[config.mk]
export PLATFORM = sky130hd
export DESIGN_NAME = v4a_sqrt
export DESIGN_NICKNAME = d
export VERILOG_FILES = /design/src/hdl/v4a_sqrt.sv
export SDC_FILE = /design/constraint.sdc
export NUM_CORES = 2
export LEC_CHECK = 0
export BUFFER_PORTS_ARGS = -buffer_cell sky130_fd_sc_hd__buf_2
export CORE_MARGIN = 4
export CORE_UTILIZATION = 35
export DETAILED_ROUTE_END_ITERATION = 6
export PLACE_DENSITY = 0.52
export SETUP_SLACK_MARGIN = 0.4
export SLEW_MARGIN = 20
export SYNTH_ARGS = -nofsm -noshare
export SYNTH_HDL_FRONTEND = slang
export SYNTH_SLANG_ARGS = --single-unit
export TNS_END_PERCENT = 1
[constraint.sdc]
create_clock -name clk -period 5.1 [get_ports clk]
set_clock_uncertainty 0.15 [all_clocks]
set_input_delay 0.51 -clock clk [delete_from_list [all_inputs] [get_ports clk]]
set_output_delay 0.51 -clock clk [all_outputs]
set_load 0.03 [all_outputs]
[src/hdl/v4a_sqrt.sv]
// Pipelined digit-by-digit integer square root of a 62-bit radicand.
// One root bit per stage, 31 register stages. Depends on nothing.
module v4a_sqrt (
  input  logic        clk,
  input  logic        en,
  input  logic [61:0] radicand,
  output logic [30:0] root
);

  logic [32:0] rem  [1:31];
  logic [61:0] rest [1:31];
  logic [30:0] rt   [1:31];

  for (genvar k = 1; k <= 31; k++) begin : g_step
    logic [32:0] prem;
    logic [61:0] prest;
    logic [30:0] prt;
    logic [34:0] cur;
    logic [34:0] trial;
    logic [34:0] diff;
    logic        ge;
    if (k == 1) begin : g_first
      assign prem  = '0;
      assign prest = radicand;
      assign prt   = '0;
    end else begin : g_next
      assign prem  = rem[k-1];
      assign prest = rest[k-1];
      assign prt   = rt[k-1];
    end
    assign cur   = {prem, prest[61:60]};
    assign trial = {2'b00, prt, 2'b01};
    assign diff  = cur - trial;
    assign ge    = cur >= trial;
    always_ff @(posedge clk) begin
      if (en) begin
        rem[k]  <= ge ? diff[32:0] : cur[32:0];
        rest[k] <= {prest[59:0], 2'b00};
        rt[k]   <= {prt[29:0], ge};
      end
    end
  end

  assign root = rt[31];

endmodule

==> results.py <==
metrics = {
    "synthesis": {
        "seq_area_frac_synth_pct": 63.96,
        "synth.area.top_cells": "edfxtp_1, ha_1, xor2_1",
        "synth_warnings": 0,
        "syn_area_um2": 111200,
        "synth-edff-count": 2368,
        "synthArstFlopShare_pct": 0,
        "synth_top_cell_area_share_pct": 63.96,
        "yosysTopAreaCell": "edfxtp_1",
        "syn_inst": 8670,
        "syn_nets": 9262,
        "avgSynthCellArea_um2": 12.82,
        "synth_seq_cells": 2368,
        "synthFlopType": "edfxtp_1",
        "synth_cell_type_count": 93,
    },
    "timing": {
        "max_freq_mhz": 226.2,
        "grt_setup_unrepaired": "no",
        "hold_viol": 0,
        "tightest_slew_ns": 1.056,
        "slew_violations": 0,
        "whs_ns": 0.04225,
        "fin_setup_tns_ns": 0,
        "min_period_ns": 4.421,
        "max-slew-margin-rel_pct": 29.58,
        "setup_viol": 0,
        "finalCritPeriodShare_pct": 86.70,
    },
    "routing": {
        "drtIter0Drc": 5092,
        "drt-wirelength-per-cell_um": 18.59,
        "drcViolationCount": 0,
        "firstDrtPassIters": 6,
        "vias": 67374,
        "ant_nets": 0,
        "routed_via_density": 5.032,
        "finalWirelength_mm": 248.9,
    },
    "placement": {
        "gp_congestion": 0.8796,
        "dpl.cell_count": 12830,
        "hpwl_mm": 181.3,
        "place_area_um2": 117200,
        "portBuffers": 94,
    },
    "worst_setup_path": {
        "critPathLaunchType": "flop",
        "crit_chain": "inv_1 > ha_1 > nand3_1 > a31oi_1 > nand2b_1 > a2111oi_1 > buf_4 > o31ai_1 > a31oi_1 > o21bai_1 > a2111oi_1 > mux2_2",
        "slowest_delay_ns": 0.62,
        "cp_max_fo": 7,
        "cp.arrival_ns": 4.89,
        "path_buf_inv": 2,
        "critPathTopFamily": "compound AO/OA/AOI/OAI gates",
        "crit_path_end_kind": "flop",
        "crit_required_ns": 5.56,
        "cpMaxStageDelayCell": "a2111oi_1",
        "path_class": "reg2reg",
    },
    "cts": {
        "clk_latency_ns": 0.88,
        "clk_path_buf_depth": 4,
        "clk_pin_slew_ns": 0.06,
        "cts_root_buf": "clkbuf_16",
        "cts_max_level": 5,
        "cts_setup_buffers": 0,
        "cts_sinks": 2368,
        "cts_tree": "built",
        "cts_made_buffers": 276,
    },
    "power": {
        "p_leak_nw": 47.59,
        "p_per_area_nw_per_um2": 448.6,
        "totalPowerFinal_mw": 56.87,
        "ir_drop_uv": 278.7,
    },
    "floorplanning": {
        "fp.coreArea_um2": 315500,
        "dieHeight_um": 571.6,
        "rows": 206,
        "start_util_pct": 35.24,
        "die_w_um": 571.6,
        "die-area_um2": 326700,
        "pin_count": 95,
    },
    "grt": {
        "grt_overflow": 0,
        "grt_max_degree": 176,
        "antenna_found_initial": 2,
        "grt_first_pass_wirelength_mm": 387.6,
        "grt.total_usage_pct": 14.94,
        "grt_pass1_vias": 66886,
    },
    "worst_hold_path": {
        "holdCritPathClass": "in2reg",
    },
    "status": {
        "status": "finished, final reports clean",
    },
    "layout": {
        "layout-drive-gt1-share_pct": 7.882,
        "layout.cells.non_filler": 13388,
        "fin_area_um2": 126800,
        "nets": 9603,
        "area_growth_pct": 14.03,
    },
    "job": {
        "max_cap_viol_count": 0,
    },
}
## through the flow
stage,setup WS (ns),util (%)
after floorplan,1.273,-
after global placement,0.6307,37.14
after detailed placement,0.6853,37.14
after CTS,0.6186,40.17
after global routing,0.4621,40.18
final,0.6785,40.18
## Yosys cell counts (13+ instances only)
library cell,instances
a21boi_0,29
nor2b_1,81
mux2_2,50
o31ai_1,70
a21oi_1,445
o211ai_1,27
nor3_1,234
a21o_1,238
or2_2,39
o21a_1,110
nand4_1,94
nand3_1,139
nor4_1,115
xor2_1,382
o31a_1,20
edfxtp_1,2368
xnor2_1,373
a41oi_1,14
o41ai_1,14
inv_1,661
o21ai_0,515
nand2b_1,108
a211o_1,18
and2_1,45
a2111oi_0,21
nor2_1,458
a211oi_1,50
a311oi_1,17
or4_1,76
o2111ai_1,15
nor4b_1,17
and3_1,60
nand2_1,646
or3_1,81
and4_1,14
mux2i_1,19
ha_1,528
nor3b_1,15
a31oi_1,56
clkbuf_1,170
o21bai_1,51
nand3b_1,24
buf_1,13
## layout make-up
type                       count  area, um^2
multi-input combinational   5444       36930
antenna                        5       12.51
clock inverter               169        1827
timing repair buffer         255        2064
clock buffer                 321        7118
tap                         4160        5205
fill                       29490      188700
sequential                  2368       71110
inverter                     666        2505
## routing by layer
layer / track usage, % / share of wire [%] / wire (um) / up-vias
met5: 0 / 0 / 0 / -
met4: 4.148 / 2.6 / 6584 / 0
met3: 2.183 / 4.0 / 10060 / 368
met2: 25.84 / 49 / 122300 / 1305
met1: 19.51 / 44 / 109900 / 32754
li1: - / - / - / 32947
## logic make-up after synthesis
kind of cell | after synthesis | synth area share (%)
DFF | 2368 | 63.96
and+or+nand+nor | 2291 | 10.35
AOI/OAI and AO/OA | 1800 | 10.19
buffers and inverters | 858 | 2.923
xor gates and xnor gates | 755 | 5.948
adders and majority gates | 528 | 5.942
muxes | 69 | 0.6775
other | 1 | 0.003373
## power breakdown
part / switching, mW / total (mW) / leakage, nW / internal [mW]
logic: 6.53 / 11.0 / 20.5 / 4.50
registers: 1.78 / 26.3 / 22.8 / 24.5
clock network: 8.08 / 19.6 / 4.37 / 11.5
total: 16.4 / 56.9 / 47.6 / 40.5
## worst paths after layout
| path | end | cells past startpoint | slack, ns | from |
|---|---|---|---|---|
| hold reg to reg | rest[1][94] | 0 | 0.22 | rest[1][32] |
| setup / recovery | rem[1][395] | 12 | 0.68 | rt[1][317] |
| setup reg to reg | rem[1][395] | 12 | 0.68 | rt[1][317] |
| hold / removal | rest[0][152] | 1 | 0.04 | en |
## placed cells by master (no fill, tap or decap), types with 93 or more instances in the layout
| cell type | count |
|---|---|
| a21o_1 | 238 |
| a21oi_1 | 445 |
| buf_2 | 93 |
| clkbuf_16 | 278 |
| edfxtp_1 | 2368 |
| ha_1 | 528 |
| inv_1 | 661 |
| nand2_1 | 646 |
| nand2b_1 | 107 |
| nand3_1 | 139 |
| nand4_1 | 94 |
| nor2_1 | 458 |
| nor3_1 | 232 |
| nor4_1 | 114 |
| o21a_1 | 110 |
| o21ai_0 | 514 |
| xnor2_1 | 373 |
| xor2_1 | 382 |
## state kept, by name, summed over array words and instances (netlist names)
signal  cells
rest      930
rem       942
rt        496
## repair_timing
| item | CTS | global route |
|---|---|---|
| hold buffers | 63 | 0 |
| gates resized for setup | 0 | 1 |
| endpoints found under the hold margin | 63 | 0 |
| endpoints found under the setup margin | 0 | 1 |
Note: power is estimated with default switching activity, not from simulation.
