### src/hdl/v4a_pkg.sv
// Shared constants, types and helpers for the four-lane Q16.16 vector ALU.
// Depends on nothing; v4a_div and the top level refer to it by scoped names.
package v4a_pkg;

  localparam int FRAC_BITS = 16;
  localparam int LANES     = 4;

  localparam logic [2:0] OP_ADD   = 3'd0;
  localparam logic [2:0] OP_SUB   = 3'd1;
  localparam logic [2:0] OP_SCALE = 3'd2;
  localparam logic [2:0] OP_DIV   = 3'd3;
  localparam logic [2:0] OP_CROSS = 3'd4;
  localparam logic [2:0] OP_DOT   = 3'd5;
  localparam logic [2:0] OP_LEN   = 3'd6;
  localparam logic [2:0] OP_SWZ   = 3'd7;

  localparam logic [1:0] ST_OK   = 2'd0;
  localparam logic [1:0] ST_OVF  = 2'd1;
  localparam logic [1:0] ST_DIV0 = 2'd2;

  localparam logic [31:0] WORD_MAX = 32'h7FFF_FFFF;
  localparam logic [31:0] WORD_MIN = 32'h8000_0000;

  typedef logic [3:0][31:0] vec_t;

  typedef struct packed {
    logic [31:0] val;
    logic        ovf;
  } sat_t;

  typedef struct packed {
    logic [2:0] op;
    vec_t       res;
    logic [1:0] st;
    logic       lsat;
  } rec_t;

  // Clamp a wide signed value to the signed 32-bit range.
  function automatic sat_t sat66(input logic signed [65:0] v);
    sat_t r;
    r.ovf = !((&v[65:31]) || !(|v[65:31]));
    r.val = r.ovf ? (v[65] ? WORD_MIN : WORD_MAX) : v[31:0];
    return r;
  endfunction

endpackage

### src/hdl/v4a_div.sv
// Pipelined restoring divider for one lane: |num| * 2^FRAC_BITS / |den|, signed result.
// One quotient bit per stage, 33 register stages. Uses v4a_pkg.
module v4a_div (
  input  logic               clk,
  input  logic               en,
  input  logic [31:0]        num_mag,
  input  logic [31:0]        den_mag,
  input  logic               neg,
  output v4a_pkg::sat_t      res
);

  localparam int HI_SHIFT = 32 - v4a_pkg::FRAC_BITS;
  localparam logic [31:0] WORD_MIN_U = v4a_pkg::WORD_MIN;

  logic [31:0] rem [0:32];
  logic [31:0] nb  [0:32];
  logic [31:0] qt  [0:32];
  logic [31:0] dn  [0:32];
  logic        hi  [0:32];
  logic        ng  [0:32];

  // The quotient reaches 2^32 exactly when the high part of the numerator
  // already covers the divisor; the stages then only form the low 32 bits.
  always_ff @(posedge clk) begin
    if (en) begin
      hi[0]  <= (num_mag >> HI_SHIFT) >= den_mag;
      rem[0] <= num_mag >> HI_SHIFT;
      nb[0]  <= num_mag << v4a_pkg::FRAC_BITS;
      qt[0]  <= '0;
      dn[0]  <= den_mag;
      ng[0]  <= neg;
    end
  end

  for (genvar k = 1; k <= 32; k++) begin : g_step
    logic [32:0] shifted;
    logic [33:0] diff;
    logic        ge;
    assign shifted = {rem[k-1], nb[k-1][31]};
    assign diff    = {1'b0, shifted} - {2'b00, dn[k-1]};
    assign ge      = !diff[33];
    always_ff @(posedge clk) begin
      if (en) begin
        rem[k] <= ge ? diff[31:0] : shifted[31:0];
        nb[k]  <= {nb[k-1][30:0], 1'b0};
        qt[k]  <= {qt[k-1][30:0], ge};
        dn[k]  <= dn[k-1];
        hi[k]  <= hi[k-1];
        ng[k]  <= ng[k-1];
      end
    end
  end

  always_comb begin
    res.ovf = hi[32] || (!ng[32] && qt[32][31]) || (ng[32] && (qt[32] > WORD_MIN_U));
    if (res.ovf) begin
      res.val = ng[32] ? v4a_pkg::WORD_MIN : v4a_pkg::WORD_MAX;
    end else begin
      res.val = ng[32] ? (~qt[32] + 32'd1) : qt[32];
    end
  end

endmodule

### config.mk
export PLATFORM = sky130hd
export DESIGN_NAME = v4a_div
export DESIGN_NICKNAME = d
export VERILOG_FILES = /design/src/hdl/v4a_pkg.sv /design/src/hdl/v4a_div.sv
export SDC_FILE = /design/constraint.sdc
export NUM_CORES = 2
export LEC_CHECK = 0
export BUFFER_PORTS_ARGS = -buffer_cell sky130_fd_sc_hd__buf_2
export CAP_MARGIN = 20
export CORE_UTILIZATION = 40
export DETAILED_ROUTE_END_ITERATION = 12
export SLEW_MARGIN = 20
export SYNTH_ARGS = -nofsm -noshare
export SYNTH_HDL_FRONTEND = slang
export SYNTH_MEMORY_MAX_BITS = 65536
export SYNTH_SLANG_ARGS = --single-unit
### constraint.sdc
create_clock -name clk -period 8.8 [get_ports clk]
set_input_delay 0.88 -clock clk [delete_from_list [all_inputs] [get_ports clk]]
set_output_delay 0.88 -clock clk [all_outputs]
set_load 0.01 [all_outputs]
==> flow_metrics.env <==
export IMPL_status="finished clean"
export IMPL_max_freq_mhz=144.9
export IMPL_crit_path_end_kind="primary output"
export IMPL_fin_worst_skew_ns=0.04408
export IMPL_post_cts_buffers=0
export IMPL_required_ns=7.92
export IMPL_dp_hpwl_um=203700
export IMPL_ir_drop_v=0.0002039
export IMPL_wl_met1_um=99470
export IMPL_initial_core_util=0.4024
export IMPL_critical_path_max_fanout=34
export IMPL_final_cell_mix="2762 x edfxtp_1, 1243 x inv_1, 1010 x ha_1"
export IMPL_n_fill_cell=32820
export IMPL_yosys_area_share_xor_xnor=0.04832
export IMPL_synth_fa_ha_area_frac=0.09165
export IMPL_yosysWarningCount=0
export IMPL_route_met3_wl_um=7087
export IMPL_io_pins=100
export IMPL_maxSlewHeadroom=0.2116
export IMPL_met2_length_um=155700
export IMPL_coreArea_sq_um=359500
export IMPL_mostFrequentLayoutCell="edfxtp_1"
export IMPL_grt_pass1_vias=92030
export IMPL_die_w_um=603.4
export IMPL_synth_cells=12090
export IMPL_startpoint="qt[32][1]$_DFFE_PP_"
export IMPL_synth_area_mux_share=0.03324
export IMPL_vias=89420
export IMPL_cts_buffers=305
export IMPL_leakagePower_nw=64.49
export IMPL_syn_mean_instance_area_sq_um=11.97
export IMPL_antenna_found_initial=5
export IMPL_synth_edf_count=2762
export IMPL_drt_iter0_markers=4667
export IMPL_hold_start="num_mag[8]"
export IMPL_min_path_type="primary input to flop"
export IMPL_clkSlewWorstSetupHoldPaths_ns=0.07
export IMPL_highest_layer="met4"
export IMPL_finish_utilization=0.4482
export IMPL_root_buffer="clkbuf_16"
export IMPL_setup_violations=0
export IMPL_synthesis_area_sq_um=144700
export IMPL_row_count=220
export IMPL_grt_pass1_wl_um=448600
export IMPL_yosysUniqueCellTypes=87
export IMPL_io_buffers=99
export IMPL_worst_pin_slew_ns=1.183
export IMPL_insertion_delay_ns=0.91
export IMPL_arrival_ns=6.02
export IMPL_seq_area_frac_synth=0.5734
export IMPL_dr_pass1_iters=5
export IMPL_synth_ff_type="edfxtp_1"
export IMPL_nets=13450
export IMPL_whs_ns=0.1702
export IMPL_ys_ff_latch=2762
export IMPL_ant_nets=0
export IMPL_pwr_density_cell_nw_per_um2=358.3
export IMPL_path_class="flop to primary output"
export IMPL_postCtsHoldBufs=0
export IMPL_regToRegStartpoint="nb[0][402]$_DFFE_PP_"
export IMPL_routed_wirelength_um=277500
export IMPL_finalMaxSlewViolations=0
export IMPL_fin_crit_ns=6.901
export IMPL_synth_top_family_by_area="compound AO/OA/AOI/OAI gates"
export IMPL_p_total_mw=57.73
export IMPL_grt_usage=0.1498
export IMPL_dieArea_sq_um=364000
export IMPL_via_per_inst=5.148
export IMPL_grt_start_max_net_pins=188
export IMPL_syn2layout_area_growth_pct=11.40
export IMPL_max_cap_violations=0
export IMPL_routedWlPerCell_um=15.98
export IMPL_clockBufferDepth=4
export IMPL_startpoint_type="flop"
export IMPL_die_y_um=603.4
export IMPL_drive_above_1_share=0.08763
export IMPL_gp_congestion=0.8814
export IMPL_yosys_area_share_simple=0.07861
export IMPL_finalCritPeriodShare=0.7842
export IMPL_hold_viol_final=0
export IMPL_synth_async_sr_flop_share=0
export IMPL_cts_tree="built"
export IMPL_tns_ns=0
export IMPL_htree_levels=5
export IMPL_cts_resized=0
export IMPL_gr_total_overflow=0
export IMPL_synth_compound_area_frac=0.1362
export IMPL_rsz0062_at_grt="false"
export IMPL_cts_num_sinks=2762
export IMPL_drc=0
-- path summary, 6_finish.rpt --
| check | depth (start not counted) | endpoint | slack (ns) |
|---|---|---|---|
| setup / recovery | 15 | res[23] | 1.90 |
| hold / removal | 1 | nb[0][23]$_DFFE_PP_ | 0.17 |
| setup reg to reg | 15 | rem[0][446]$_DFFE_PP_ | 3.58 |
| hold reg to reg | 0 | qt[19][10]$_DFFE_PP_ | 0.39 |
-- cell type report --
cell class	instances	area (sq um)	area share
flip-flops and latches	2762	82940	0.5147
multi-input cells	7856	56320	0.3495
clock buffers	360	7966	0.04944
well taps	4773	5972	0.03706
inverters	1244	4669	0.02898
clock inverters	183	2021	0.01254
repair buffers	170	1194	0.007408
diodes	21	52.55	0.0003261
-- power breakdown --
group          internal, mW  switching, mW
logic                  10.9           13.4
registers              19.1           1.57
clock network          7.53           5.26
-- worst max-delay path, stage by stage (launching register included) --
cell and delay [ns]:
edfxtp_1 0.43, inv_1 0.11, ha_1 0.19, or3b_1 0.43
or4_4 0.55, nor3_2 0.33, nand2_1 0.12, or3_4 0.38
or4_1 0.44, a21oi_2 0.57, inv_2 0.46, nor2_4 0.46
o21ai_0 0.12, o21ai_0 0.21, o21ai_1 0.11, buf_2 0.18
-- metal layers --
layer	global-route usage	vias to the layer above
met5	0	-
met4	0.07995	0
met3	0.01755	754
met2	0.3102	1170
met1	0.1396	42510
li1	-	44990
-- stage by stage --
| stage | worst slack (ns) | instances | cell area [sq um] |
|---|---|---|---|
| after global routing | 1.519 | 17370 | 161100 |
| final | 1.899 | 17370 | 161100 |
| after floorplan | 4.484 | 12100 | 144700 |
| after global placement | 2.727 | 16810 | 151100 |
| after detailed placement | 2.792 | 16810 | 151100 |
| after CTS | 1.745 | 17350 | 161100 |
-- kinds of logic after synthesis --
| family | Yosys count |
|---|---|
| AO/OA/AOI/OAI | 3135 |
| flip-flops | 2762 |
| AND/OR/NAND/NOR | 2445 |
| buffers and inverters | 1478 |
| adder cells (fa/ha/maj) | 1041 |
| XOR/XNOR | 798 |
| multiplexers | 429 |
| other | 1 |
-- flip-flops by register name, summed over array words and instances, names as in the netlist --
register and cells:
dn 1024, rem 1008, qt 528, nb 136
hi 33, ng 33
-- synthesized netlist by cell type (all sizes together), types with 94 or more instances --
| cell | instances | area, sq um |
|---|---|---|
| edfxtp | 2762 | 82940 |
| inv | 1244 | 4669 |
| ha | 1010 | 12640 |
| a21oi | 981 | 4917 |
| nand2 | 751 | 2819 |
| nor2 | 736 | 2770 |
| o21ai | 704 | 3523 |
| xnor2 | 493 | 4318 |
| a21o | 487 | 3656 |
| mux2 | 411 | 4628 |
| xor2 | 305 | 2671 |
| clkbuf | 186 | 698.2 |
| o21a | 163 | 1224 |
| nor3 | 157 | 800.8 |
| nand2b | 144 | 900.9 |
| nand3 | 144 | 720.7 |
| nor2b | 116 | 725.7 |
| a31oi | 103 | 650.6 |
| o21bai | 103 | 773.2 |
| a211oi | 94 | 715.7 |
(Power assumes the default switching activity.)
